### config.mk
export PLATFORM = sky130hd
export DESIGN_NAME = dlspr_ctrl
export DESIGN_NICKNAME = d
export VERILOG_FILES = /design/src/sv/dlspr_pkg.sv /design/src/sv/dlspr_ctrl.sv
export SDC_FILE = /design/constraint.sdc
export NUM_CORES = 1
export LEC_CHECK = 0
export BUFFER_PORTS_ARGS = -buffer_cell sky130_fd_sc_hd__clkbuf_2
export CAP_MARGIN = 20
export CORE_ASPECT_RATIO = 0.7
export CORE_MARGIN = 2
export CORE_UTILIZATION = 40
export DETAILED_ROUTE_END_ITERATION = 6
export GPL_ROUTABILITY_DRIVEN = 0
export GPL_TIMING_DRIVEN = 0
export PLACE_DENSITY = 0.64
export SLEW_MARGIN = 0
export SYNTH_ARGS = -nofsm -noshare
export SYNTH_HDL_FRONTEND = slang
export SYNTH_SLANG_ARGS = --single-unit
### constraint.sdc
create_clock -name clk -period 4.8 [get_ports clk]
set_input_delay 0.72 -clock clk [delete_from_list [all_inputs] [get_ports clk]]
set_output_delay 0.72 -clock clk [all_outputs]
set_load 0.01 [all_outputs]
### src/sv/dlspr_pkg.sv
// Shared types, command codes and helpers for the dual-link shortest-path router.
`default_nettype none
package dlspr_pkg;

	// Input beat: a load writes one edge, a run starts a search
	typedef struct packed {
		logic       op;
		logic [4:0] row;
		logic [4:0] col;
		logic [1:0] mesh_code;
		logic [1:0] fiveg_code;
		logic [4:0] source;
	} dlspr_in_t;

	// Result beat: one per reported node
	typedef struct packed {
		logic [4:0] node;
		logic       has_route;
		logic [6:0] distance;
		logic [4:0] hops;
		logic [4:0] next_hop;
		logic       link_type;
		logic       last;
	} dlspr_out_t;

	localparam logic OP_LOAD = 1'b0;
	localparam logic OP_RUN  = 1'b1;

	// Commands from controller to datapath
	typedef enum logic [2:0] {
		CMD_NONE,
		CMD_CLR,
		CMD_LOAD,
		CMD_RUN,
		CMD_INIT,
		CMD_PICK,
		CMD_MARK,
		CMD_RELAX
	} dlspr_kind_t;

	typedef struct packed {
		dlspr_kind_t kind;
		logic        emit;
		logic        last;
	} dlspr_cmd_t;

	typedef struct packed {
		logic clr_last;
		logic u_inf;
	} dlspr_status_t;

	// Signal code 3/2/1 -> weight 1/2/3, code 0 -> no link
	function automatic logic [1:0] code_weight(input logic [1:0] code);
		logic [1:0] w;
		w = (code == 2'd0) ? 2'd0 : 2'(3'd4 - {1'b0, code});
		return w;
	endfunction

endpackage
`default_nettype wire

### src/sv/dlspr_ctrl.sv
// Controller: sequences clearing, loads, init sweep, search rounds and result sweep.
`default_nettype none
module dlspr_ctrl #(
	parameter int NODES = 32
) (
	input  wire logic                      clk,
	input  wire logic                      arst_n,
	input  wire logic                      start,
	input  wire dlspr_pkg::dlspr_in_t      req,
	input  wire dlspr_pkg::dlspr_status_t  status,
	output logic                           busy,
	output dlspr_pkg::dlspr_cmd_t          cmd,
	output logic [$clog2(NODES)-1:0]       idx
);
	import dlspr_pkg::*;

	localparam int IDXW = $clog2(NODES);
	localparam int OUTN = (NODES > 32) ? 32 : NODES;

	typedef enum logic [2:0] {
		S_CLEAR, S_IDLE, S_INIT, S_PICK, S_DRAIN, S_MARK, S_RELAX, S_EMIT
	} state_t;

	state_t          state_q;
	logic [IDXW-1:0] cnt_q;
	logic [IDXW-1:0] round_q;
	logic            cnt_end;
	logic            round_end;

	assign cnt_end   = (cnt_q == IDXW'(NODES - 1));
	assign round_end = (round_q == IDXW'(NODES - 2));
	assign busy      = (state_q != S_IDLE);
	assign idx       = cnt_q;

	// commands decoded from state
	always_comb begin
		cmd.kind = CMD_NONE;
		cmd.emit = 1'b0;
		cmd.last = 1'b0;
		case (state_q)
			S_CLEAR: cmd.kind = CMD_CLR;
			S_IDLE: begin
				if (start && req.op == OP_LOAD) begin
					cmd.kind = CMD_LOAD;
				end else if (start && 32'(req.source) < NODES) begin
					cmd.kind = CMD_RUN;
				end
			end
			S_INIT:  cmd.kind = CMD_INIT;
			S_PICK:  cmd.kind = CMD_PICK;
			S_MARK:  cmd.kind = CMD_MARK;
			S_RELAX: cmd.kind = CMD_RELAX;
			S_EMIT: begin
				cmd.emit = 1'b1;
				cmd.last = (cnt_q == IDXW'(OUTN - 1));
			end
			default: cmd.kind = CMD_NONE;
		endcase
	end

	// state and counters
	always_ff @(posedge clk or negedge arst_n) begin
		if (!arst_n) begin
			state_q <= S_CLEAR;
			cnt_q   <= '0;
			round_q <= '0;
		end else begin
			case (state_q)
				S_CLEAR: begin
					if (status.clr_last) state_q <= S_IDLE;
				end
				S_IDLE: begin
					cnt_q   <= '0;
					round_q <= '0;
					if (cmd.kind == CMD_RUN) state_q <= S_INIT;
				end
				S_INIT: begin
					cnt_q <= cnt_end ? '0 : cnt_q + IDXW'(1);
					if (cnt_end) state_q <= S_PICK;
				end
				S_PICK: begin
					cnt_q <= cnt_end ? '0 : cnt_q + IDXW'(1);
					if (cnt_end) state_q <= S_DRAIN;
				end
				S_DRAIN: state_q <= S_MARK;
				S_MARK: begin
					if (!status.u_inf) begin
						state_q <= S_RELAX;
					end else if (round_end) begin
						state_q <= S_EMIT;
					end else begin
						round_q <= round_q + IDXW'(1);
						state_q <= S_PICK;
					end
				end
				S_RELAX: begin
					cnt_q <= cnt_end ? '0 : cnt_q + IDXW'(1);
					if (cnt_end) begin
						if (round_end) begin
							state_q <= S_EMIT;
						end else begin
							round_q <= round_q + IDXW'(1);
							state_q <= S_PICK;
						end
					end
				end
				S_EMIT: begin
					cnt_q <= cnt_q + IDXW'(1);
					if (cmd.last) state_q <= S_IDLE;
				end
				default: state_q <= S_IDLE;
			endcase
		end
	end
endmodule
`default_nettype wire

==> summary.txt <==
Status
  • Outcome: finished, final reports clean

Power and ir drop
  • Power Internal: 0.325 mW
  • NetSw: 0.282 mW
  • Clk network pwr share: 11.3%
  • Comb power frac: 60.9%
  • Leakage Power: 0.535 nW
  • Total power draw: 0.607 mW
  • Power per Cell Area: 567 nW/um^2
  • Peak VDD IR: 0.216 mV
  • Sw frac: 46.5%
  • Flop pwr share: 27.7%

Synthesis
  • Sequential share of the synthesized area: 35.2%
  • Ys async rst share: 100%
  • Library cells used by synthesis: 35
  • Register bit total from synthesis: 13
  • Post-synthesis cell type with the largest combined area: dfrtp_1
  • Post-synth top area share: about a third
  • Cell count after synthesis: 98
  • EDFF count, synth: 0
  • Top post-synthesis cells by area: dfrtp_1, ha_1, o21ai_0, a22o_1, inv_1
  • Simple-Gate Fraction of Synth Area: 17.2%
  • Largest family of logic cells by synthesized area: compound AO/OA/AOI/OAI gates
  • Synthesized net count: 132
  • Post-synthesis compound-gate area fraction: 27.1%
  • Synth top cells by count: dfrtp_1, o21ai_0, ha_1
  • Synth warn: 0
  • Adder-cell share of the synthesized area: 12.2%
  • Synthesized area: slightly above 900 sq um
  • XOR/XNOR Fraction of Synth Area: 0%
  • Count leader, synth: dfrtp_1
  • Post-synth top flop: dfrtp_1
  • Mapped Avg Cell Area: about 9.4 sq um
  • Post-synthesis mux area share: 3.52%

Routing
  • Via count: 775
  • Drt initial violations: 34
  • DRC errors left: 0
  • Wire per inst: 12.6 um
  • Via density per instance: 5.17
  • Final WL: 1890 um
  • First-pass iteration count of the detailed router: 4
  • Final ANT Viol Nets: 0

Floorplan
  • Die footprint: 2720 sq um
  • Core outline area: ~2200 sq um
  • I/O pin total: 36
  • Die extent in x: 61.5 um
  • Initial Utilization: about 43%
  • Die Y: 44.2 um
  • Rows: 14

STA
  • Fin. max-slew vios: 0
  • Final min period: 2.55 ns
  • Slew @ Worst Pin: 0.477 ns
  • Setup Viol. Count Final: 0
  • Max Freq: 392 MHz
  • Worst slew margin: 67.9%
  • RSZ-0062 raised after global routing: false
  • Hold Vio Cnt, Final: 0
  • Clock skew: 0.00517 ns
  • Fin crit share: 53.2%
  • Setup tns final: 0 ns

Clock network
  • Post-CTS Resized: 0
  • Htree depth: 1
  • Skew-Pair Late Insertion Delay: 0.28 ns
  • Clk sink count: 13
  • Hold_buf cts: 0
  • Clock transition at path regs: 0.08 ns
  • CTS buffer count: 3
  • CTS tree: built
  • Root buffer cell: clkbuf_4
  • Post-CTS Setup Bufs: 0
  • Clock tree buffer depth: 2

Worst hold path
  • Hold Crit Class: input port to asynchronous set/reset pin

Worst setup path
  • Crit path kind: flip-flop to output pin
  • Arrival time at the worst endpoint: 1.83 ns
  • Worst setup SP type: flip-flop
  • CP Capture Type: output pin
  • CP Max Fanout: 8
  • Crit path required time: 4.08 ns

Place
  • HPWL Detailed: 1470 um
  • Port bufs: 16

Global route
  • Global-route wire length before repair: between 3000 and 4000 um
  • Total GRT Usage: 16.9%
  • Initial antenna violation count: 0
  • GRT Residual Overflow: 0
  • Largest net degree at the start of global routing: 14
  • Vias in the first global route: 712

Layout
  • Layout fillers: ~230
  • Final net count: approximately 150
  • Share of post-route cells with drive strength above 1: 23.7%
  • Ant diodes: 0
  • Area Growth Syn to Fin: 15.8%

Job
  • Max Cap Viol: 0
==> flip-flops by register name, summed over array words and instances, names as in the netlist <==
| name | flops |
|---|---|
| round_q | 5 |
| state_q | 3 |
| idx | 5 |
==> power by group through the flow <==
stage	combinational, mW	sequential, mW	clock, mW
detailed placement	0.373	0.171	0
global route	0.419	0.175	0.0791
floorplan	0.278	0.167	0
global placement	0.366	0.169	0
finish	0.370	0.168	0.0689
CTS	0.374	0.168	0.0719
==> final cells by class <==
| class | instances | area, sq um | area share (%) |
|---|---|---|---|
| repair buffers | 16 | 80.1 | 7.48 |
| multi-input cells | 74 | 554 | 51.8 |
| well taps | 32 | 40.0 | 3.74 |
| plain buffers | 3 | 15.0 | 1.40 |
| inverters | 8 | 30.0 | 2.80 |
| clock buffers | 4 | 26.3 | 2.45 |
| flip-flops and latches | 13 | 325 | 30.4 |
==> routing by layer <==
| metal | vias up | global-route usage (%) | share of wire, % |
|---|---|---|---|
| li1 | 397 | - | - |
| met1 | 358 | 22.2 | 52 |
| met2 | 15 | 23.6 | 40 |
| met3 | 5 | 7.02 | 6.0 |
| met4 | 0 | 8.94 | 2.1 |
| met5 | - | 0 | 0 |
==> metrics by stage <==
stage	util, %	cells	hold WS, ns	area (sq um)	setup WS [ns]
after floorplan	-	98	0.424	925	2.81
after global placement	48.1	146	0.541	1040	2.57
after detailed placement	48.1	146	0.549	1040	2.57
after CTS	49.3	150	0.328	1070	2.25
after global routing	49.3	150	0.327	1070	2.04
final	49.3	150	0.323	1070	2.25
==> placed cells by master (no fill, tap or decap), types with 3 or more instances in the layout <==
master,count
dfrtp_1,13
a21oi_1,4
o21ai_0,10
nor2b_1,4
nor2_1,6
clkbuf_4,3
nand2_1,5
ha_1,9
inv_1,8
nand3_1,4
clkbuf_2,17
and3_1,3
a22o_1,4
==> logic make-up after synthesis <==
kind of cell,count (synthesis)
AO/OA/AOI/OAI,32
AND/OR/NAND/NOR,30
flip-flops,13
buffers and inverters,11
adder cells (fa/ha/maj),9
multiplexers,3
==> worst max-delay path, cell delays in order (launching register included) <==
cell and delay (ns):
dfrtp_1 0.41, inv_1 0.11, ha_1 0.33, o21ai_0 0.45, nand2_1 0.10, clkbuf_2 0.14
==> worst paths after layout <==
path / start / end / slack [ns] / cells after the start
max in group asynchronous: arst_n / idx[0] / 4.22 / 1
max reg2reg: state_q[0] / state_q[1] / 2.76 / 6
min reg2reg: round_q[0] / round_q[0] / 0.56 / 1
max: state_q[0] / cmd[3] / 2.25 / 5
min in group clk: round_q[0] / round_q[0] / 0.56 / 1
min: arst_n / state_q[2] / 0.32 / 1
(Power assumes the default switching activity.)
