<file path="src/sv/dlspr_pkg.sv">
// Shared types, command codes and helpers for the dual-link shortest-path router.
`default_nettype none
package dlspr_pkg;

	// Input beat: a load writes one edge, a run starts a search
	typedef struct packed {
		logic       op;
		logic [4:0] row;
		logic [4:0] col;
		logic [1:0] mesh_code;
		logic [1:0] fiveg_code;
		logic [4:0] source;
	} dlspr_in_t;

	// Result beat: one per reported node
	typedef struct packed {
		logic [4:0] node;
		logic       has_route;
		logic [6:0] distance;
		logic [4:0] hops;
		logic [4:0] next_hop;
		logic       link_type;
		logic       last;
	} dlspr_out_t;

	localparam logic OP_LOAD = 1'b0;
	localparam logic OP_RUN  = 1'b1;

	// Commands from controller to datapath
	typedef enum logic [2:0] {
		CMD_NONE,
		CMD_CLR,
		CMD_LOAD,
		CMD_RUN,
		CMD_INIT,
		CMD_PICK,
		CMD_MARK,
		CMD_RELAX
	} dlspr_kind_t;

	typedef struct packed {
		dlspr_kind_t kind;
		logic        emit;
		logic        last;
	} dlspr_cmd_t;

	typedef struct packed {
		logic clr_last;
		logic u_inf;
	} dlspr_status_t;

	// Signal code 3/2/1 -> weight 1/2/3, code 0 -> no link
	function automatic logic [1:0] code_weight(input logic [1:0] code);
		logic [1:0] w;
		w = (code == 2'd0) ? 2'd0 : 2'(3'd4 - {1'b0, code});
		return w;
	endfunction

endpackage
`default_nettype wire

</file>
<file path="src/sv/dlspr_ram.sv">
// Generic single-write, single-read RAM with registered read data.
`default_nettype none
module dlspr_ram #(
	parameter int WIDTH = 4,
	parameter int DEPTH = 1024
) (
	input  wire logic                     clk,
	input  wire logic                     we,
	input  wire logic [$clog2(DEPTH)-1:0] waddr,
	input  wire logic [WIDTH-1:0]         wdata,
	input  wire logic [$clog2(DEPTH)-1:0] raddr,
	output logic      [WIDTH-1:0]         rdata
);
	logic [WIDTH-1:0] mem_q [DEPTH];

	// write port
	always_ff @(posedge clk) begin
		if (we) begin
			mem_q[waddr] <= wdata;
		end
	end

	// registered read port
	always_ff @(posedge clk) begin
		rdata <= mem_q[raddr];
	end
endmodule
`default_nettype wire

</file>
<file path="src/sv/dlspr_dpath.sv">
// Datapath: weight and node-state memories, minimum search, relaxation, result register.
`default_nettype none
module dlspr_dpath #(
	parameter int NODES = 32
) (
	input  wire logic                         clk,
	input  wire logic                         arst_n,
	input  wire dlspr_pkg::dlspr_in_t         req,
	input  wire dlspr_pkg::dlspr_cmd_t        cmd,
	input  wire logic [$clog2(NODES)-1:0]     idx,
	output dlspr_pkg::dlspr_status_t          status,
	output logic                              result_valid,
	output dlspr_pkg::dlspr_out_t             result
);
	import dlspr_pkg::*;

	localparam int IDXW = $clog2(NODES);
	localparam int DW   = $clog2(3 * NODES);
	localparam int WAW  = 2 * IDXW;
	localparam logic [DW-1:0] DINF = {DW{1'b1}};

	typedef struct packed {
		logic [DW-1:0]   cost;
		logic            vis;
		logic [4:0]      hops;
		logic [IDXW-1:0] relay;
		logic            lt;
		logic            rv;
	} node_t;

	// weight memory: {mesh, 5G} weights per edge
	logic           w_we;
	logic [WAW-1:0] w_waddr;
	logic [3:0]     w_wdata;
	logic [3:0]     w_rdata;
	logic [WAW-1:0] clr_q;
	logic           load_ok;

	// node memory
	logic            n_we;
	logic [IDXW-1:0] n_waddr;
	node_t           n_wdata;
	node_t           n_rdata;

	// pipeline and search registers
	dlspr_kind_t     kind_s1;
	logic            emit_s1;
	logic            last_s1;
	logic [IDXW-1:0] idx_s1;
	logic [IDXW-1:0] src_q;
	logic [IDXW-1:0] u_q;
	logic [DW-1:0]   best_q;
	node_t           u_ent_q;

	// relaxation terms
	logic [1:0]      wm, wf, w;
	logic            lt_new;
	logic [DW:0]     nd;
	logic            improve;
	logic [DW-1:0]   cmp_best;
	node_t           relax_ent;
	logic [6:0]      dout;

	assign load_ok = (32'(req.row) < NODES) && (32'(req.col) < NODES);

	// weight write: clearing sweep after reset or one edge load
	always_comb begin
		w_we    = 1'b0;
		w_waddr = clr_q;
		w_wdata = 4'd0;
		if (cmd.kind == CMD_CLR) begin
			w_we = 1'b1;
		end else if (cmd.kind == CMD_LOAD && load_ok) begin
			w_we    = 1'b1;
			w_waddr = {IDXW'(req.row), IDXW'(req.col)};
			if (req.row != req.col) begin
				w_wdata = {code_weight(req.mesh_code), code_weight(req.fiveg_code)};
			end
		end
	end

	dlspr_ram #(.WIDTH(4), .DEPTH(1 << WAW)) u_wram (
		.clk   (clk),
		.we    (w_we),
		.waddr (w_waddr),
		.wdata (w_wdata),
		.raddr ({u_q, idx}),
		.rdata (w_rdata)
	);

	// cheaper nonzero link, 5G wins ties
	always_comb begin
		wm = w_rdata[3:2];
		wf = w_rdata[1:0];
		if (wf == 2'd0) begin
			w = wm; lt_new = 1'b0;
		end else if (wm == 2'd0 || wf <= wm) begin
			w = wf; lt_new = 1'b1;
		end else begin
			w = wm; lt_new = 1'b0;
		end
		nd = {1'b0, u_ent_q.cost} + (DW+1)'(w);
		improve = !n_rdata.vis && (w_rdata != 4'd0) && (nd < {1'b0, n_rdata.cost});
		relax_ent       = n_rdata;
		relax_ent.cost  = nd[DW-1:0];
		relax_ent.rv    = 1'b1;
		relax_ent.hops  = (u_ent_q.hops == 5'd31) ? 5'd31 : u_ent_q.hops + 5'd1;
		if (u_ent_q.hops == 5'd0) begin
			relax_ent.relay = src_q;
			relax_ent.lt    = lt_new;
		end else if (u_ent_q.hops == 5'd1) begin
			relax_ent.relay = u_q;
			relax_ent.lt    = u_ent_q.lt;
		end else begin
			relax_ent.relay = u_ent_q.relay;
			relax_ent.lt    = u_ent_q.lt;
		end
	end

	// node write: init sweep, visit mark, or relaxation update
	always_comb begin
		n_we    = 1'b0;
		n_waddr = idx;
		n_wdata = '0;
		if (cmd.kind == CMD_INIT) begin
			n_we = 1'b1;
			n_wdata.cost  = (idx == src_q) ? '0 : DINF;
			n_wdata.relay = (idx == src_q) ? src_q : '0;
		end else if (cmd.kind == CMD_MARK) begin
			n_we        = 1'b1;
			n_waddr     = u_q;
			n_wdata     = u_ent_q;
			n_wdata.vis = 1'b1;
		end else if (kind_s1 == CMD_RELAX && improve) begin
			n_we    = 1'b1;
			n_waddr = idx_s1;
			n_wdata = relax_ent;
		end
	end

	dlspr_ram #(.WIDTH($bits(node_t)), .DEPTH(1 << IDXW)) u_nram (
		.clk   (clk),
		.we    (n_we),
		.waddr (n_waddr),
		.wdata (n_wdata),
		.raddr (idx),
		.rdata (n_rdata)
	);

	assign cmp_best = (idx_s1 == '0) ? DINF : best_q;

	// reported distance: unreachable 127, saturate at 126
	always_comb begin
		if (n_rdata.cost == DINF) begin
			dout = 7'd127;
		end else if (32'(n_rdata.cost) > 126) begin
			dout = 7'd126;
		end else begin
			dout = 7'(n_rdata.cost);
		end
	end

	// control registers
	always_ff @(posedge clk or negedge arst_n) begin
		if (!arst_n) begin
			kind_s1      <= CMD_NONE;
			emit_s1      <= 1'b0;
			clr_q        <= '0;
			result_valid <= 1'b0;
		end else begin
			kind_s1      <= cmd.kind;
			emit_s1      <= cmd.emit;
			result_valid <= emit_s1;
			if (cmd.kind == CMD_CLR) begin
				clr_q <= clr_q + WAW'(1);
			end
		end
	end

	// payload registers: search state and result beat
	always_ff @(posedge clk) begin
		idx_s1  <= idx;
		last_s1 <= cmd.last;
		if (cmd.kind == CMD_RUN) begin
			src_q <= IDXW'(req.source);
		end
		// last unvisited node of least distance
		if (kind_s1 == CMD_PICK) begin
			if (!n_rdata.vis && n_rdata.cost <= cmp_best) begin
				best_q  <= n_rdata.cost;
				u_q     <= idx_s1;
				u_ent_q <= n_rdata;
			end else if (idx_s1 == '0) begin
				best_q <= DINF;
				u_q    <= '0;
			end
		end
		if (emit_s1) begin
			result.node      <= 5'(idx_s1);
			result.has_route <= n_rdata.rv;
			result.distance  <= dout;
			result.hops      <= n_rdata.hops;
			result.next_hop  <= 5'(n_rdata.relay);
			result.link_type <= n_rdata.lt;
			result.last      <= last_s1;
		end
	end

	assign status.clr_last = (clr_q == {WAW{1'b1}});
	assign status.u_inf    = (best_q == DINF);
endmodule
`default_nettype wire

</file>
<file path="config.mk">
export PLATFORM = sky130hd
export DESIGN_NAME = dlspr_dpath
export DESIGN_NICKNAME = d
export VERILOG_FILES = /design/src/sv/dlspr_pkg.sv /design/src/sv/dlspr_ram.sv /design/src/sv/dlspr_dpath.sv
export SDC_FILE = /design/constraint.sdc
export NUM_CORES = 2
export LEC_CHECK = 0
export BUFFER_PORTS_ARGS = -buffer_cell sky130_fd_sc_hd__buf_2
export CORE_ASPECT_RATIO = 0.5
export CORE_MARGIN = 3
export CORE_UTILIZATION = 60
export DETAILED_ROUTE_END_ITERATION = 12
export PLACE_DENSITY_LB_ADDON = 0.1
export RECOVER_POWER = 50
export SLEW_MARGIN = 20
export SYNTH_ARGS = -nofsm -noshare
export SYNTH_HDL_FRONTEND = slang
export SYNTH_MEMORY_MAX_BITS = 65536
export SYNTH_SLANG_ARGS = --single-unit
</file>
<file path="constraint.sdc">
create_clock -name clk -period 7 [get_ports clk]
set_clock_uncertainty 0.15 [all_clocks]
set_input_delay 1.05 -clock clk [delete_from_list [all_inputs] [get_ports clk]]
set_output_delay 1.05 -clock clk [all_outputs]
set_load 0.05 [all_outputs]
</file>
==> results.cfg <==
[critical_path]
crit_path_end_kind = flop
cpMostUsedCell = clkbuf_1
r2r_setup_slack_ps = 530
cpPeakStageDelay_ps = 3040
critPathSlowestCell = and2_0
critPathTopFamily = simple AND/OR/NAND/NOR gates
critPathMaxFanout = 60
reg2reg_depth = 22
crit_arrival_ps = 7270
cp-start-kind = input pin
worst-path-buf-inv = 3
setup.worst_path.start = cmd[3]
reg2reg_to = u_nram.mem_q[25][6]
criticalPathCategory = in -> reg
cp_data_required_time_ps = 7480
worstPathCellList = clkbuf_1, nor3b_4, clkbuf_1, o41a_1, and2_0, buf_4
r2r-start = u_wram.rdata[3]

[floorplanning]
core_um2 = 314000
dieArea_um2 = 324400
die_w_um = 802.5
io_pins = 60
start_util_pct = 60.61
rows = 145
die_h_um = 404.3

[grt]
grt_pass1_wl_um = 691400
overflow = 0
grt_pass1_vias = 95120
grt_usage_pct = 29.71
grt_max_degree = 174
antenna_found_initial = 37

[cts]
cts_resized = 0
root_buffer = clkbuf_16
cts_sinks = 4842
path_clk_slew_ps = 60
clk_path_buf_depth = 4
tritoncts = done
cts_inserted_buffers = 404
worstSkewPairLatency_ps = 930
htreeDepth = 5

[logic_synthesis]
syn_nets = 9534
synth.distinct_cells = 76
synth-async-reset-ratio_pct = 0.3098
netlist_area_um2 = 190300
yosys.area.top_type = edfxtp_1
avgSynthCellArea_um2 = 20.08
synth_top_area_share_pct = 75.68
ys_seq_elements = 4842
netlist_top_cells_area = edfxtp_1 76%, mux4_2 13%, nor2_1 2.3%
synth_edf_count = 4797
synthCells = 9478
ys_warn_count = 0
yosysSeqAreaShare_pct = 76.20
synth_ff_type = edfxtp_1

[outcome]
violations = max-capacitance violations, max-slew violations
status = finished, violations left

[hold_path]
hold_class = in -> reg
min_to = last_s1
hold_start = cmd[0]
hold_path_depth = 1

[drt]
drt-initial-drc-count = 14200
wl_um = 481400
num_vias = 96320
dr.pass1.iters = 12
wl_per_cell_um = 33.96
remaining_drc_errors = 0
ant_nets = 0
avgViaCountPerCell = 6.797

[finish]
final_nets = 9712
layout_common_cells = 4797 x edfxtp_1, 1128 x nor2_1, 1113 x mux4_2
ff_latch_area_um2 = 145000
multi_input_area_um2 = 42460
fillCellCount = 20170
fin_util_pct = 66.67
fin_cells = 14170
area_delta_synth_final_pct = 10.00
drive_above_1_share_pct = 21.59
layout_commonest_cell = edfxtp_1

[timing]
setup_viol = 0
relSlewSlack_pct = -183.3
timing.hold.ws_ps = 78.39
final_max_slew_viol_count = 2776
finalHoldViolations = 0
tns_ps = 0
finalCritPeriodShare_pct = 97.09
worst_pin_slew_ps = 4247
finalCriticalPeriod_ps = 6796
fmax_ghz = 0.1471
rsz0062_at_grt = no

[power]
vdd_ir_drop_max_mv = 0.2015
p_leak_nw = 65.94
p_per_area_nw_per_um2 = 275.2

[flow_run]
cap_violations = 50

[placed_design]
place_congestion = 0.8543
port_buffers = 58
dp_hpwl_um = 286900
placed_cells = 13440
## flip-flops by register name (all words and copies together), names as in the netlist
register	cells
u_wram.mem_q	4096
u_nram.mem_q	640
result	25
u_nram.rdata	20
u_ent_q	19
clr_q	10
best_q	7
idx_s1	5
src_q	5
u_q	5
u_wram.rdata	4
kind_s1	3
emit_s1	1
last_s1	1
result_valid	1
## worst reg2reg max path, delay by kind of cell (launching register included)
family | cells | cell delay (ps)
flops | 1 | 360
fa+ha+maj | 4 | 1280
xor+xnor | 1 | 220
buf+inv | 3 | 540
compound gates | 9 | 2180
simple gates | 5 | 1400
## cell type report
class,count,area share (%)
tap,4189,2.503
timing repair buffer,411,1.651
clock inverter,221,1.141
multi-input combinational,3963,20.28
clock buffer,499,5.075
sequential,4842,69.27
inverter,34,0.06574
antenna,13,0.01554
## through the flow
stage	instance area (um2)	total power, mW	worst slack, ps
3_5_place_dp	196800	35.44	668.7
6_report	209400	57.63	204.0
2_1_floorplan	190400	34.49	-10760
4_1_cts	209800	57.80	647.2
5_1_grt	209300	59.12	113.9
3_3_place_gp	196800	35.40	665.8
## logic make-up (layout without fill, tap and decap cells)
kind of cell               after synthesis  in the layout  share of synthesized area, %
DFF                                   4842           4842                         76.20
other                                    0             13                             0
and+or+nand+nor                       1558           1558                         3.366
muxes                                 1531           1531                         15.39
adders and majority gates               24             24                        0.1617
buffers and inverters                  673           1165                         1.796
xor gates and xnor gates                26             26                        0.1196
AOI/OAI and AO/OA                      824            824                         2.975
## power breakdown
group	total, mW	leakage, nW	switching, mW	internal [mW]
clock network	22.8	6.34	10.2	12.6
registers	31.9	44.8	0.0819	31.8
logic	2.97	14.8	1.91	1.06
## layer usage
layer	GRT usage, %	share of wire [%]	vias up
met5	0	0.020	-
met4	8.076	3.1	14
met3	7.309	12	841
met2	45.20	46	5518
met1	44.03	39	50630
li1	-	-	39320
## Yosys cell counts (all sizes together), types with 32 or more instances
cell    instances
inv            32
nand2         151
o21ai         103
nor3           62
nor2         1162
o22ai         103
o221ai        160
a22oi         146
clkbuf        363
mux4         1113
edfxtp       4797
nor4           35
mux2i         391
buf           276
a21oi         166
## timing repair
item / CTS / global route
setup buffers: 0 / 0
endpoints found under the hold margin: 15 / 0
hold buffers: 1 / 0
## worst max path at each step
stage,depth (start not counted),endpoint
after floorplan,5,u_wram.mem_q[0][0]
after global placement,22,u_nram.mem_q[25][4]
after detailed placement,22,u_nram.mem_q[20][2]
after CTS,22,u_nram.mem_q[20][2]
after global routing,6,u_wram.mem_q[973][3]
final,6,u_wram.mem_q[975][3]
Note: power is estimated with default switching activity, not from simulation.
